File: src/sv/rcpi_ram.sv
// Generic single-write, single-read synchronous RAM with registered read data.
// Standalone; sized by its WIDTH and DEPTH parameters.
module rcpi_ram #(
   parameter int WIDTH = 32,
   parameter int DEPTH = 32
) (
   input  logic                     clock,
   input  logic                     wr_en,
   input  logic [$clog2(DEPTH)-1:0] wr_addr,
   input  logic [WIDTH-1:0]         wr_data,
   input  logic                     rd_en,
   input  logic [$clog2(DEPTH)-1:0] rd_addr,
   output logic [WIDTH-1:0]         rd_data
);

   logic [WIDTH-1:0] mem_ff [DEPTH];
   logic [WIDTH-1:0] rd_data_ff;

   // Write port and registered read port
   always_ff @(posedge clock) begin
      if (wr_en) begin
         mem_ff[wr_addr] <= wr_data;
      end
      if (rd_en) begin
         rd_data_ff <= mem_ff[rd_addr];
      end
   end

   assign rd_data = rd_data_ff;

endmodule

File: config.mk
export PLATFORM = sky130hd
export DESIGN_NAME = rcpi_ram
export DESIGN_NICKNAME = d
export VERILOG_FILES = /design/src/sv/rcpi_ram.sv
export SDC_FILE = /design/constraint.sdc
export NUM_CORES = 1
export LEC_CHECK = 0
export ABC_AREA = 0
export BUFFER_PORTS_ARGS = -buffer_cell sky130_fd_sc_hd__buf_2
export CAP_MARGIN = 5
export CORE_MARGIN = 3
export CORE_UTILIZATION = 56
export DETAILED_ROUTE_END_ITERATION = 8
export PLACE_DENSITY = 0.75
export SLEW_MARGIN = 30
export SYNTH_ARGS = -nofsm -noshare
export SYNTH_HDL_FRONTEND = slang
export SYNTH_SLANG_ARGS = --single-unit
File: constraint.sdc
create_clock -name clock -period 3.2 [get_ports clock]
set_clock_uncertainty 0.2 [all_clocks]
set_input_delay 0.64 -clock clock [delete_from_list [all_inputs] [get_ports clock]]
set_output_delay 0.64 -clock clock [all_outputs]
set_load 0.01 [all_outputs]
* Word level (Yosys, flattened, before mapping)
Memories as Yosys holds them, arrays and structs flattened. A register that Yosys moved wholly into a read port is not among the register bits. Cells that the tools add are included.
Storage, ports and cells: bits in registers 0, RAM bits 1024, logic and storage cells 3, memories kept 1
Operators by class: multiplexer cells 2
Memories:
- mem_ff | words 32, bits a word 32, rd ports 1, clocked after Yosys merged registers in 1, wr ports 1, RTL line 16 | logic [WIDTH-1:0] mem_ff [DEPTH];
Operators with widths (count):
- two-way mux 1 bit | 2

* Logic depth before layout (Yosys ltp)
word-level depth 2, depth in mapped cells 8, depth with buffers taken out 5

* Least setup slack after synthesis
OpenSTA, ideal clock, no wires.
path type in2reg, start in wr_addr[1], end mem mem_ff[12][0], enable pin, arrival 2.653 ns, setup slack -0.074 ns, cell stages on the path 3, buffers on the path 1, path through or3b_2 -> clkbuf_1 -> nor2_1
RTL lines:
- from (decl) | RTL line 9 | input logic [$clog2(DEPTH)-1:0] wr_addr,
- to (decl) | RTL line 16
No word-level cell before the write port.

==> metrics.txt <==
initial antenna violation count 3; Setup crit end kind flip-flop; CTS hold repair buffers 0; Pins Over Slew Limit 0; Power Density 607 nW/um^2; PortBufs 76; drt first-iter violations between 2000 and 2500; met3 usage 4.27%; RSZ-0062 raised after global routing no; routed len/inst ~28 um; Non-Filler Instances 3446; Num Clock Sinks about 1100; FF/Latch Area 31700 sq um; Fill cells between 4000 and 5000; gr busiest metal met2; Reg2Reg Setup Slack between 1 and 1.5 ns; global placer's final weighted congestion between 0.8 and 0.9; core box area 71900 sq um; H-tree Lvls 3; Die ar. approximately 76000 sq um; kind of critical path in -> reg; final setup vio count 0; chip width between 200 and 300 um; Setup TNS Final 0 ns; Gate Count Post-Synth around 2300; final net count ~2500; minimum clock period approximately 2.2 ns; Clock Pin Slew Worst Setup and Hold Paths around 0.06 ns; status complete, no violations; period utilization 68.8%; met2 usage roughly two fifths; area grow syn2layout 14.3%; die height approximately 280 um; Multi-input gate area ~8600 sq um; Setup Buffers After CTS 0; Placed Cells incl. Taps 3271; vias per cell approximately 6.3; synth warn 0; # DRC 0; clock tree buffer depth 3; R2R depth 5; worst endpoint required time 3.38 ns; hold crit path type in -> reg; drt pass-1 iters 5; Final Hold Fails 0; diode count 0; CP max FO 34; pin count of the biggest net entering global routing 43; Hold Path Stages 1; Seq/Total Area, Yosys just under 80%; I/O pin total between 70 and 80; leakage 0.0163 uW; met1 usage between 30% and 40%; starting density of the core a little under three fifths; Place WS about 0.44 ns; share of layout cells above drive strength 1 around 15%; CTS tree yes; hpwl dp approximately 52 mm; leading area contributor after synthesis edfxtp_1; crit path DAT 2.38 ns; Worst Tran Pin Value between 0.7 and 0.8 ns; number of buffers created by CTS 101; relative slew slack between 40% and 50%; syn_nets 2305; most frequent cells in the layout edfxtp_1, mux2i_1, clkbuf_16; commonest non-fill, non-tap cell in the layout edfxtp_1; Power Total 28300 uW; Routed Antenna Nets 0; min setup slack post-route 1.00 ns; Fmax about 450 MHz; global-route usage over all layers around 25%; crit start category input pin; Max Cap Viol 0; clock root cell clkbuf_16; via count of the first global-routing pass 21992; WL final between 90 and 100 mm; cts repair resizes 0; Synth area leaders edfxtp_1, mux2i_1, a22oi_1, a22o_1, nand3_1; #FFs+latches synth approximately 1100; GRT overflow 0; Yosys cell types 24; share of the synthesized area in the top cell type 77.7%; Rows 98; clk_lat worst skew around 0.66 ns; global-route wire length before repair roughly 140 mm; total number of vias 21760; VDD IR-drop max slightly above 0.4 mV; Post-Syn Area 40800 sq um; Avg Inst Size Synth between 15 and 20 sq um
final cells by class:
class | count | share of cell area (%)
well taps | 950 | 2.55
clock buffers | 124 | 5.69
flip-flops and latches | 1056 | 68.0
repair buffers | 188 | 4.33
clock inverters | 51 | 1.02
multi-input cells | 1077 | 18.5
worst max-delay path, cell delays in order:
cell and delay (ns):
buf_8 0.33, buf_12 0.28, buf_12 0.25, mux2i_1 0.26
a22o_1 0.17, nor3_1 0.06, a31oi_1 0.23, nand3_1 0.10
path summary, 6_finish.rpt:
check | from | to
worst min-delay path | wr_data[1] | mem_ff[14][1]$_DFFE_PP_
worst min register to register | mem_ff[16][31]$_DFFE_PP_ | rd_data[31]$_DFFE_PP_
worst max register to register | mem_ff[0][12]$_DFFE_PP_ | rd_data[12]$_DFFE_PP_
worst max-delay path | rd_addr[0] | rd_data[26]$_DFFE_PP_
power by group:
group | switching [uW] | internal (uW) | leakage [uW] | total [uW]
combinational | 955 | 526 | 0.00518 | 1480
sequential | 71.4 | 15400 | 0.00954 | 15500
clock | 4830 | 6510 | 0.00154 | 11300
total | 5850 | 22500 | 0.0163 | 28300
cells by family after synthesis:
family / after synthesis / synth area share (%)
mux: 512 / 12.6
buf+inv: 127 / 1.85
compound gates: 288 / 4.81
simple gates: 277 / 3.08
flops: 1056 / 77.7
cells in the mapped netlist:
cell type and count:
nor2_1 34, nand3b_1 5, nand2b_1 2, and2b_1 1, a31oi_1 32, nor2b_1 1
clkbuf_4 2, buf_6 15, a22oi_1 96, buf_1 5, mux2i_1 512, clkbuf_1 46
nor3_1 32, and2_1 1, or3_1 1, nand3_1 98, or3b_2 3, buf_4 33
nand2_1 98, a21oi_1 96, edfxtp_1 1056, buf_2 26, a22o_1 64, or2_2 1
stage by stage:
stage / util [%] / hold WS, ns / cell area, sq um
5_1_grt: 64.9 / 0.283 / 46700
3_5_place_dp: 60.6 / 0.466 / 43500
2_1_floorplan: - / 0.429 / 40800
3_3_place_gp: 60.6 / 0.456 / 43500
4_1_cts: 64.9 / 0.249 / 46700
6_report: 64.9 / 0.274 / 46700
layer usage:
metal  share of wire (%)  wire [um]
met5               0.038         36
met1                  39      37000
met4                 3.8       3650
met2                  49      46700
met3                 8.6       8210
sequential cells by signal, summed over array words and instances (netlist names):
signal / count
mem_ff: 1024
rd_data: 32
Power figures use the tool's default switching activity.
