--- config.mk ---
export PLATFORM = sky130hd
export DESIGN_NAME = rcpi_div
export DESIGN_NICKNAME = d
export VERILOG_FILES = /design/src/sv/rcpi_div.sv
export SDC_FILE = /design/constraint.sdc
export NUM_CORES = 1
export LEC_CHECK = 0
export ABC_AREA = 1
export BUFFER_PORTS_ARGS = -buffer_cell sky130_fd_sc_hd__buf_2
export CAP_MARGIN = 20
export CORE_ASPECT_RATIO = 0.8
export CORE_UTILIZATION = 64
export DETAILED_ROUTE_END_ITERATION = 8
export PLACE_DENSITY = 0.92
export SLEW_MARGIN = 20
export SYNTH_ARGS = -nofsm -noshare
export SYNTH_HDL_FRONTEND = slang
export SYNTH_SLANG_ARGS = --single-unit
--- constraint.sdc ---
create_clock -name clock -period 7.4 [get_ports clock]
set_input_delay 0.74 -clock clock [delete_from_list [all_inputs] [get_ports clock]]
set_output_delay 0.74 -clock clock [all_outputs]
set_load 0.1 [all_outputs]
--- src/sv/rcpi_div.sv ---
// Restoring divider, one quotient bit a cycle: quo = floor(num * 2^16 / den).
// Caller guarantees num < den * 2^17, so the quotient fits in 33 bits.
module rcpi_div (
   input  logic        clock,
   input  logic        reset,
   input  logic        start,
   input  logic [63:0] num,
   input  logic [63:0] den,
   output logic        done,
   output logic [32:0] quo
);

   logic        busy_ff, busy_in;
   logic        done_ff, done_in;
   logic [5:0]  cnt_ff, cnt_in;
   logic [63:0] rem_ff, rem_in;
   logic [63:0] den_ff, den_in;
   logic [32:0] sh_ff, sh_in;
   logic [32:0] quo_ff, quo_in;
   logic [64:0] trial;

   // One trial subtract per cycle
   always_comb begin
      busy_in = busy_ff;
      done_in = 1'b0;
      cnt_in  = cnt_ff;
      rem_in  = rem_ff;
      den_in  = den_ff;
      sh_in   = sh_ff;
      quo_in  = quo_ff;
      trial   = {rem_ff, sh_ff[32]};
      if (start) begin
         busy_in = 1'b1;
         cnt_in  = 6'd33;
         rem_in  = num >> 17;
         den_in  = den;
         sh_in   = {num[16:0], 16'd0};
         quo_in  = '0;
      end else if (busy_ff) begin
         sh_in = {sh_ff[31:0], 1'b0};
         if (trial >= {1'b0, den_ff}) begin
            rem_in = 64'(trial - {1'b0, den_ff});
            quo_in = {quo_ff[31:0], 1'b1};
         end else begin
            rem_in = trial[63:0];
            quo_in = {quo_ff[31:0], 1'b0};
         end
         cnt_in = cnt_ff - 6'd1;
         if (cnt_ff == 6'd1) begin
            busy_in = 1'b0;
            done_in = 1'b1;
         end
      end
   end

   always_ff @(posedge clock) begin
      if (reset) begin
         busy_ff <= 1'b0;
         done_ff <= 1'b0;
         cnt_ff  <= '0;
      end else begin
         busy_ff <= busy_in;
         done_ff <= done_in;
         cnt_ff  <= cnt_in;
      end
      rem_ff <= rem_in;
      den_ff <= den_in;
      sh_ff  <= sh_in;
      quo_ff <= quo_in;
   end

   assign done = done_ff;
   assign quo  = quo_ff;

endmodule

After elaboration in Yosys (flattened, before gate mapping)
Index checks and enable logic that the tools add are counted.
{"block": "word_totals", "reg_bits": 186, "latchBits": 0, "mem_bits_rw": 0, "rom_bits": 0, "inputBits": 131, "elab_cells": 29, "memories": 0}
{"block": "op_classes", "addsub": 2, "n_mul": 0, "n_div": 0, "n_lt_le_gt_ge": 1, "n_eq_ne": 1, "shifts": 0, "n_mux": 12, "n_bitwise": 1, "reduce_logical": 3}
{"cell": "$mux W47", "count": 2}
{"cell": "$mux W33", "count": 2}
{"cell": "$ge A65 B64 Y1", "count": 1}
{"cell": "$mux W64", "count": 1}
{"cell": "$sub A64 B64 Y64", "count": 1}
{"cell": "$mux W6", "count": 2}
{"cell": "$eq A6 B1 Y1 const B", "count": 1}
{"cell": "$sub A6 B1 Y6 const B", "count": 1}
{"cell": "$mux W1", "count": 5}
{"cell": "$reduce_or A3 Y1", "count": 1}
{"cell": "$reduce_bool A2 Y1", "count": 1}
{"cell": "$reduce_or A2 Y1", "count": 1}
{"cell": "$not A1 Y1", "count": 1}

Longest topological paths before layout
{"block": "depth", "ltp_word": 4, "ltp_mapped": 19, "mapped_depth_nobuf": 18}

Worst setup path before layout
OpenSTA, ideal clock, no wires.
{"block": "synth_path", "kind": "input port to flip-flop", "from": "input port start", "to": "register rem_ff[0], enable pin", "setup_time_ns": 0.454, "t_arrival_ns": 3.273, "t_required_ns": 6.946, "slack_ns": 3.674, "cell_stages": 4, "path_cell_list": "clkbuf_1 > nor2_1 > inv_1 > clkbuf_1"}
{"block": "synth_between", "elab_chain_cells": 1}
{"element": "start: declaration", "line_no": "6", "text": "input logic start,"}
{"element": "$reduce_bool A2 Y1 (no line)"}
{"element": "end signal: assignment", "line_no": "66", "text": "rem_ff <= rem_in;"}
{"element": "end: declaration", "line_no": "16", "text": "logic [63:0] rem_ff, rem_in;"}
No other way between the ends.
A chain may end at the register's enable or synchronous reset.

Worst setup path in the final report
{"block": "layout_path", "from": "register rem_ff[28]", "to": "register rem_ff[25], data pin"}
{"block": "layout_between", "elab_chain_cells": 4}
{"element": "$ge A65 B64 Y1", "line_no": "41", "text": "if (trial >= {1'b0, den_ff}) begin"}
{"element": "$mux W64", "line_no": "41"}
{"element": "$mux W47", "line_no": "39", "text": "end else if (busy_ff) begin"}
{"element": "$mux W47", "line_no": "32", "text": "if (start) begin"}
{"element": "named net rem_in[25]", "line_no": "16"}
The timed path passes the listed nets, and every way through them passes these cells. The select of a mux whose other input is x is not followed.

==> flow_metrics.py <==
metrics = {
    "worst_setup_path": {
        "r2r-start": "rem_ff[28]",
        "critPathKind": "reg -> reg",
        "slowest_delay_ns": 0.70,
        "critPathArrivalTime_ns": 4.06,
        "crit_chain": "ha_1 -> nand2_1 -> nor2_1 -> inv_2 -> nor2_2 -> inv_2 -> nor2_2 -> nand2_1 -> nand2_2 -> nand2_2 -> nand2_4 -> buf_4 -> nand2_1 -> o211ai_1 -> nand2_1",
        "start_kind": "flop",
        "regToRegSetupSlack_ns": 3.54,
        "crit_fanout": 68,
        "end_kind": "flop",
        "slowest_stage": "buf_4",
        "cp_common_cell": "nand2_1",
        "required_ns": 7.60,
        "r2r.worst_path.cells": 15,
        "critical_path.startpoint": "rem_ff[28]",
        "r2r_end": "rem_ff[25]",
    },
    "floorplanning": {
        "design.die.area_mm2": 0.0207,
        "core_area_mm2": 0.0197,
        "io_pins": 165,
        "die_w_um": 161,
        "initial_utilization_pct": 65.2,
        "die_h_um": 129,
        "num_rows": 46,
    },
    "sta": {
        "hold_slack_ns": 0.456,
        "fin_tns_setup_ns": 0,
        "finalHoldViolCount": 0,
        "slew_violations": 0,
        "setup_ws_ns": 3.54,
        "finalCriticalPeriod_ns": 3.86,
        "fin_worst_skew_ns": 0.0190,
        "worst_slew_pin_slew_ns": 0.981,
        "fin_crit_sh_pct": 52.2,
        "fmax_mhz": 259,
        "max_slew_margin_pct": 34.5,
        "setup_viol": 0,
        "rsz0062_at_grt": "no",
    },
    "detailed_routing": {
        "drc": 0,
        "antenna_left": 0,
        "wl_um": 42600,
        "vias_per_cell": 5.76,
        "drt-initial-drc-count": 1821,
        "vias": 13221,
        "firstDrtPassIters": 6,
        "wl_per_cell_um": 18.6,
    },
    "yosys": {
        "ys.warnings.count": 0,
        "synth_seq_area_share_pct": 38.9,
        "syn_nets": 2063,
        "syn_inst": 1865,
        "syn_area_mm2": 0.0129,
        "synth_top_area_share_pct": 29.9,
        "synthDistinctLibCells": 43,
        "yosysTopAreaCell": "edfxtp_1",
        "ys_seq_elements": 186,
        "synthTopCellsByArea": "edfxtp_1 30%, nand2_1 19%, inv_1 9.8%",
        "synth_area_per_cell_um2": 6.90,
    },
    "power_and_ir_drop": {
        "p_total_mw": 3.06,
        "vdd_drop_max_mv": 0.172,
        "p_per_area_mw_per_mm2": 211,
        "p_leak_nw": 7.51,
    },
    "final_layout": {
        "multiInputGateArea_mm2": 0.00636,
        "stdcell_area_mm2": 0.0145,
        "syn_to_final_growth_pct": 12.6,
        "layout_commonest_cell": "nand2_1",
        "final-seq-area_mm2": 0.00500,
        "final_cell_mix": "653 x nand2_1, 334 x inv_1, 163 x buf_2",
        "fin_nets": 2215,
        "nFillCells": 1480,
        "final_layout_size_suffix_gt1_share_pct": 12.4,
        "fin_cells": 2295,
        "post-route-util_pct": 73.4,
    },
    "cts": {
        "cts-htree-levels": 4,
        "cts.sink_count": 186,
        "root_buffer": "clkbuf_16",
        "cts_tree": "yes",
        "cts_resized": 0,
        "post-cts-setup-buffers": 0,
        "clk_pin_slew_ns": 0.09,
        "cts_buffers": 17,
        "clk_latency_ns": 0.46,
        "cts_buffer_depth": 2,
        "hold_buffers": 0,
    },
    "place": {
        "placed_cell_area_mm2": 0.0139,
        "preCtsSetupSlack_ns": 3.70,
        "dpl.hpwl_um": 33100,
        "io_buffers": 164,
        "gp_congestion": 1.05,
        "dp_cells": 2262,
    },
    "worst_hold_path": {
        "min_to": "den_ff[21]",
        "hold_class": "in -> reg",
        "min_from": "den[21]",
        "hold_depth": 1,
    },
    "global_route": {
        "grt_usage_pct": 41.1,
        "grt_pass1_vias": 12144,
        "antenna_found_initial": 1,
        "gr-total-overflow": 0,
        "grt_pass1_wl_um": 64800,
        "grt_max_degree": 96,
    },
    "status": {
        "outcome": "complete, no violations",
    },
    "run": {
        "maxCapViolCount": 0,
    },
}
[how the worst max path moves through the flow]
stage                             to  slack, ns  cells past startpoint
final                     rem_ff[25]       3.54                     15
after global routing      rem_ff[20]       3.39                     15
after CTS                 rem_ff[25]       3.70                     15
after detailed placement  rem_ff[25]       3.70                     15
after global placement    rem_ff[16]       3.89                     15
after floorplan            rem_ff[0]       3.67                      4
[report_power, final]
group	switching [mW]	internal, mW	total (mW)	leakage [nW]
Clock	0.500	0.464	0.964	0.301
Sequential	0.0339	1.20	1.23	1.75
Combinational	0.599	0.272	0.871	5.46
Total	1.13	1.93	3.06	7.51
[synth_stat cells, drive strengths merged]
cell type    n
nand2      658
inv        350
nor2       150
edfxtp     128
nand3      108
o21ai       82
a21oi       74
ha          66
dfxtp       58
xnor2       31
o22ai       30
clkbuf      24
or2         18
o21bai      16
nand4       15
o211ai      15
nor3        13
buf         12
nand3b       3
nor3b        3
a211oi       2
a21boi       2
and3         2
a21o         1
and2         1
fa           1
nor4         1
xor2         1
[critical path, delay by kind of cell (launching register included)]
family	cells	cell delay, ns
compound gates	1	0.15
fa+ha+maj	1	0.41
buf+inv	3	0.85
flops	1	0.38
simple gates	10	1.77
[state kept, by name, summed over array words and instances, names as in the netlist]
name     flops
cnt_ff       6
den_ff      64
quo         33
rem_ff      64
done         1
sh_ff       17
busy_ff      1
[layer usage]
layer,vias up,track usage [%],wire length (um)
li1,6193,-,-
met1,5960,56.9,17800
met2,941,65.0,18500
met3,125,8.22,5090
met4,2,12.6,1260
met5,-,0,13
[area by class of cell]
type	count	area share [%]
antenna	1	0.0173
inverter	350	9.07
sequential	186	34.5
clock buffer	17	2.94
multi-input combinational	1293	43.9
timing repair buffer	169	5.97
clock inverter	15	1.33
tap	264	2.28
[cells by family after synthesis]
logic type,synth area share (%)
AND/OR/NAND/NOR,30.9
flip-flops,38.9
adder cells (fa/ha/maj),6.57
buffers and inverters,11.7
AO/OA/AOI/OAI,9.72
XOR/XNOR,2.18
Power figures use the tool's default switching activity.
