==> config.mk <==
export PLATFORM = sky130hd
export DESIGN_NAME = rcpi_sqrt
export DESIGN_NICKNAME = d
export VERILOG_FILES = /design/src/sv/rcpi_sqrt.sv
export SDC_FILE = /design/constraint.sdc
export NUM_CORES = 1
export LEC_CHECK = 0
export BUFFER_PORTS_ARGS = -buffer_cell sky130_fd_sc_hd__buf_2
export CORE_MARGIN = 8
export CORE_UTILIZATION = 47
export DETAILED_ROUTE_END_ITERATION = 10
export PLACE_DENSITY = 0.75
export SLEW_MARGIN = 20
export SYNTH_ARGS = -nofsm -noshare
export SYNTH_HDL_FRONTEND = slang
export SYNTH_SLANG_ARGS = --single-unit
==> constraint.sdc <==
create_clock -name clock -period 8.6 [get_ports clock]
set_clock_uncertainty 0.2 [all_clocks]
set_input_delay 1.72 -clock clock [delete_from_list [all_inputs] [get_ports clock]]
set_output_delay 1.72 -clock clock [all_outputs]
set_load 0.05 [all_outputs]
==> src/sv/rcpi_sqrt.sv <==
// Bit-pair integer square root, one result bit a cycle: root = floor(sqrt(val)).
// Standalone; used for the face normal length.
module rcpi_sqrt (
   input  logic        clock,
   input  logic        reset,
   input  logic        start,
   input  logic [63:0] val,
   output logic        done,
   output logic [31:0] root
);

   logic        busy_ff, busy_in;
   logic        done_ff, done_in;
   logic [4:0]  k_ff, k_in;
   logic [63:0] v_ff, v_in;
   logic [63:0] res_ff, res_in;
   logic [63:0] bit_w;
   logic [63:0] tst_w;

   // Test one bit pair per cycle, from bit 62 down
   always_comb begin
      busy_in = busy_ff;
      done_in = 1'b0;
      k_in    = k_ff;
      v_in    = v_ff;
      res_in  = res_ff;
      bit_w   = 64'd1 << {k_ff, 1'b0};
      tst_w   = res_ff + bit_w;
      if (start) begin
         busy_in = 1'b1;
         k_in    = 5'd31;
         v_in    = val;
         res_in  = '0;
      end else if (busy_ff) begin
         if (v_ff >= tst_w) begin
            v_in   = v_ff - tst_w;
            res_in = (res_ff >> 1) + bit_w;
         end else begin
            res_in = res_ff >> 1;
         end
         k_in = k_ff - 5'd1;
         if (k_ff == 5'd0) begin
            busy_in = 1'b0;
            done_in = 1'b1;
         end
      end
   end

   always_ff @(posedge clock) begin
      if (reset) begin
         busy_ff <= 1'b0;
         done_ff <= 1'b0;
         k_ff    <= '0;
      end else begin
         busy_ff <= busy_in;
         done_ff <= done_in;
         k_ff    <= k_in;
      end
      v_ff   <= v_in;
      res_ff <= res_in;
   end

   assign done = done_ff;
   assign root = res_ff[31:0];

endmodule

* Yosys cells after proc, flatten, opt, wreduce, memory -nomap -nowiden
Index checks and enable logic that the tools add are counted.
** Cells by class
- Mux-type cells :: 10
- Bitwise logic cells :: 1
- Magnitude comparators :: 1
- Reduce and logical (&&, ||, !) cells :: 5
- Shift operators :: 1
- Add/sub/neg operators :: 4
** Operators by type and width (count)
- 64-bit 2-to-1 mux :: 4
- 63-bit by 64-bit adder with 64-bit output :: 1
- 64-bit adder :: 1
- 64-bit >= comparator :: 1
- 1-bit by 6-bit << shifter with 64-bit output (first input constant) :: 1
- 64-bit subtractor :: 1
- 5-bit 2-to-1 mux :: 2
- 5-bit logical NOT :: 1
- 5-bit by 1-bit subtractor with 5-bit output (second input constant) :: 1
- 1-bit 2-to-1 mux :: 4
- 2-bit nonzero test :: 2
- 3-bit OR reduction :: 1
- 2-bit AND reduction :: 1
- 1-bit NOT :: 1
** Word-level totals
- Register bits :: 135
- Output and inout port bits :: 33

* Longest topological paths before layout
- Depth in word-level cells :: 6
- Gate-level depth with buffers :: 30
- Depth with buffers taken out :: 27

* Least setup slack after synthesis
No wires, ideal clock.
- Path kind :: register -> register
- Start point :: reg k_ff[3]
- End point :: reg v_ff[0] (enable)
- Buffers on the path :: 4
- Library setup time :: 0.423 ns
- Slack :: 1.086 ns
- Arrival :: 6.891 ns
- Stages on the path, launching flop included :: 28
- Required time :: 7.977 ns
- Cell sequence :: dfxtp_1 -> clkbuf_1 -> nand2b_1 -> or2_2 -> inv_1 -> ha_1 -> and2_1 -> maj3_1 -> a31o_2 -> a21oi_1 -> o41a_1 -> o21ai_1 -> a211o_1 -> a21oi_1 -> o21bai_1 -> xnor2_1 -> ha_1 -> clkbuf_1 -> nand3_1 -> nor3_1 -> o311ai_0 -> o211ai_1 -> o211ai_1 -> nand2_1 -> clkbuf_1 -> clkbuf_1 -> nand2_1 -> nand2_1
** Between the ends
- Longest elaborated chain between the ends :: 5
** RTL lines
- start: declaration :: RTL line 14 : logic [4:0] k_ff, k_in;
- start signal: assignment :: RTL line 57 : k_ff <= k_in;
- 1-bit by 6-bit << shifter with 64-bit output :: RTL line 27 : bit_w = 64'd1 << {k_ff, 1'b0};
- 64-bit adder :: RTL line 28 : tst_w = res_ff + bit_w;
- 64-bit >= comparator :: RTL line 35 : if (v_ff >= tst_w) begin
- 2-bit nonzero test (no line)
- 2-bit AND reduction (no line)
- end signal: assignment :: RTL line 59 : v_ff <= v_in;
- end: declaration :: RTL line 15 : logic [63:0] v_ff, v_in;
No other way between the ends.
A chain may end at the register's enable or synchronous reset.

* Final worst setup path
- Start point :: reg k_ff[0]
- End point :: reg v_ff[54] (enable)
Same word-level chain as after synthesis.

==> summary.log <==
INFO  status         status=finished clean
INFO  die            floorplan_die_area=36400um^2
INFO  setup_path     crit_path_max_fanout=64
INFO  place          placement.io_buffers=99
INFO  setup_path     timing.critical_path.buf_inv=4
INFO  power_and_ir_drop power_density_over_the_cells=205nW/um^2
INFO  power_and_ir_drop max_ir_drop_vdd=0.137mV
INFO  cts            clock_sink_count=135
INFO  global_routing grt_overflow_total=0
INFO  setup_path     regToRegStartpoint=k_ff[0]
INFO  finish         finish.utilization=0.509
INFO  yosys          synth_edf_count=64
INFO  finish         antennaDiodeCount=0
INFO  place          post_detail_place_hpwl=32.9mm
INFO  global_routing grt_pass1_vias=13500
INFO  finish         fin_nets=2081
INFO  route          drtIter0Drc=1189
INFO  setup_path     startpoint=k_ff[0]
INFO  route          route.antenna.remaining_nets=0
INFO  timing         layout_worst_path_cycle_share=0.893
INFO  place          post_dp_cell_area=14900um^2
INFO  die            die_y=191um
INFO  finish         drive_above_1_share=0.0988
INFO  cts            ctsLongestPathBuffers=2
INFO  timing         final_period_minus_worst_setup_slack=7680ps
INFO  route          drcViolationCount=0
INFO  yosys          synth-main-ff-cell=dfxtp_1
INFO  place          numPlacedInstances=2257
INFO  setup_path     critical_path.reg2reg.endpoint=v_ff[54]
INFO  cts            clk_transition_reported_paths=60ps
INFO  die            design.portCount=100
INFO  cts            tritoncts_buffers=17
INFO  setup_path     timing.critical_path.arrival=7560ps
INFO  cts            clk_latency=440ps
INFO  global_routing grt_start_max_net_pins=67
INFO  timing         timing.final.hold_violations=0
INFO  yosys          synth.net_count=2080
INFO  setup_path     path_class=reg -> reg
INFO  cts            cts.htree.levels=4
INFO  setup_path     worst-endpoint-required=8480ps
INFO  yosys          synth.cell_area=14400um^2
INFO  route          wire_per_inst=18.9um
INFO  setup_path     critPathCaptureType=register
INFO  place          routabilityCongestion=0.963
INFO  setup_path     critical_path.endpoint=v_ff[54]
INFO  yosys          seq_area_frac_synth=0.233
INFO  die            initial_core_utilization=0.473
INFO  setup_path     cp_num_cells=27
INFO  setup_path     reg2reg_setup_slack=920ps
INFO  timing         final.setup.tns=0ps
INFO  die            chipWidth=191um
INFO  finish         final_area=15500um^2
INFO  job            max_cap_violations=0
INFO  cts            cts-hold-fix-buffers=0
INFO  timing         relSlewSlack=0.257
INFO  setup_path     startpoint_types=register
INFO  cts            postCtsResizedCells=0
INFO  yosys          ys.warnings.count=0
INFO  route          routed_wl=43.4mm
INFO  timing         setup_repair_after_global_routing_missed_its_margin=no
INFO  setup_path     critical_path_most_common_cell=ha_1
INFO  setup_path     critical_path.top_delay_family=compound AO/OA/AOI/OAI gates
INFO  finish         syn2layout_area_growth=7.58%
INFO  setup_path     critical_path.max_stage_delay=680ps
INFO  setup_path     critPathSlowestCell=a2111oi_0
INFO  yosys          async_flop_share=0
INFO  global_routing tot_gr_track_use=0.234
INFO  yosys          synth_cell_types=83
INFO  setup_path     rr_worst_depth=27
INFO  timing         slew_violations=0
INFO  yosys          ys_seq_elements=135
INFO  route          number_of_iterations_in_the_first_detailed_routing_pass=5
INFO  cts            clock-root-buffer=clkbuf_16
INFO  cts            cts_setup_buffers=0
INFO  global_routing number_of_antenna_violations_at_the_first_check_in_global_routing=0
INFO  die            design.core.area=30300um^2
INFO  timing         final-setup-viol-count=0
INFO  yosys          synth_area_per_cell=7.65um^2
INFO  yosys          post_syn_instances=1879
INFO  route          vias=14100
INFO  timing         pin_slew_with_the_least_headroom_to_its_limit=1110ps
INFO  finish         layout.cells.non_filler=2289
INFO  global_routing grt_pass1_wl=70.0mm
INFO  die            std_cell_rows=64
INFO  route          detail_route.vias_per_cell=6.15
INFO  cts            tritoncts_clock_tree=done
INFO  min_path       hold_path.class=reg -> reg
INFO  power_and_ir_drop total_leakage_power=5.95nW
INFO  timing         max_frequency=130MHz
INFO  finish         nFillCells=2961
[final cells by class]
cell class                      count  area (um^2)  area share
Sequential cell                   135         3340       0.216
Inverter                           40          150     0.00971
Tap cell                          396          495      0.0321
Timing Repair Buffer              114          623      0.0403
Multi-Input combinational cell   1572        10300       0.663
Clock buffer                       18          429      0.0278
Clock inverter                     14          159      0.0103
[power by group]
| part | leakage [nW] | total (mW) | internal, mW | switching [mW] |
|---|---|---|---|---|
| Clock | 0.284 | 0.765 | 0.453 | 0.312 |
| Sequential | 1.23 | 0.902 | 0.821 | 0.0816 |
| Combinational | 4.44 | 1.50 | 0.592 | 0.913 |
| Total | 5.95 | 3.17 | 1.87 | 1.31 |
[worst min path at each step]
stage                   start        end  slack (ps)  cells past startpoint
floorplan           res_ff[0]  res_ff[0]         250                      2
global placement    res_ff[0]  res_ff[0]         280                      2
detailed placement  res_ff[0]  res_ff[0]         300                      2
CTS                 res_ff[0]  res_ff[0]         310                      2
global route        res_ff[0]  res_ff[0]         360                      2
finish              res_ff[0]  res_ff[0]         320                      2
[layout by cell type, fill, tap and decap left out, types with 7 or more instances in the layout]
cell,n
o31ai_1,12
dfxtp_1,70
nand2_1,258
xnor2_1,87
or3_1,10
mux2i_1,9
nand4_1,46
o211ai_1,12
a21o_1,44
ha_1,133
a31oi_1,62
nand2b_1,16
inv_1,39
buf_2,98
a221oi_1,8
buf_4,15
or2_2,9
a211oi_1,23
o21a_1,15
a31o_2,15
nor4_1,9
xor2_1,86
a21oi_1,102
and2_1,18
a311oi_1,19
a21boi_0,11
nor2_1,163
and3_1,14
o21bai_1,43
nor3_1,18
o31a_1,7
nand3_1,43
nor2b_1,12
clkbuf_16,17
edfxtp_1,64
o21ai_0,187
[metal layers]
layer,track usage,share of wire,vias to the layer above
met5,0,0,-
met4,0.0892,0.028,0
met3,0.0342,0.062,90
met2,0.384,0.46,537
met1,0.307,0.45,6577
li1,-,-,6883
[registers in the layout (all words and copies together) (netlist names)]
register and count:
done 1, busy_ff 1, v_ff 64, k_ff 5, res_ff 64
[cell usage after synthesis, drive strengths merged, types with 46 or more instances]
library cell	count	area (um^2)
a21oi	102	510
a31oi	63	409
clkbuf	93	350
dfxtp	71	1420
edfxtp	64	1920
ha	133	1660
nand2	259	972
nand4	46	288
nor2	164	616
o21ai	188	941
xnor2	87	762
xor2	86	753
[metrics by stage]
stage                     power [mW]  worst slack (ps)  hold WS, ps
after floorplan                 2.04              1090          254
after global placement          2.35              1330          282
after detailed placement        2.38              1150          303
after CTS                       3.15              1110          312
after global routing            3.37               570          357
final                           3.17               919          316
[worst register-to-register path: stages, from the launching register on]
cell       delay [ps]
dfxtp_1           430
inv_1             110
ha_1              220
nand2b_1          170
or2_2             170
inv_1              60
ha_1              190
ha_1              200
maj3_1            350
a31o_2            300
a2111oi_0         680
buf_4             270
o21ai_0           220
a21boi_0          340
o21bai_1          160
a21oi_1           340
nor4_1            120
a311oi_1          410
ha_1              320
and3_1            260
and2_1            210
nand4_1           110
a31oi_1           180
o211ai_1          120
nand2_1           470
nand2_1           130
nand2_2           120
buf_12            290
[kinds of logic (layout without fill, tap and decap cells)]
| kind of cell | Yosys count | after routing | synth area share |
|---|---|---|---|
| and+or+nand+nor | 634 | 634 | 0.200 |
| xor gates and xnor gates | 173 | 173 | 0.105 |
| buffers and inverters | 172 | 186 | 0.0539 |
| adders and majority gates | 138 | 138 | 0.120 |
| AOI/OAI and AO/OA | 614 | 614 | 0.278 |
| DFF | 135 | 135 | 0.233 |
| muxes | 13 | 13 | 0.00941 |
Power figures use the tool's default switching activity.
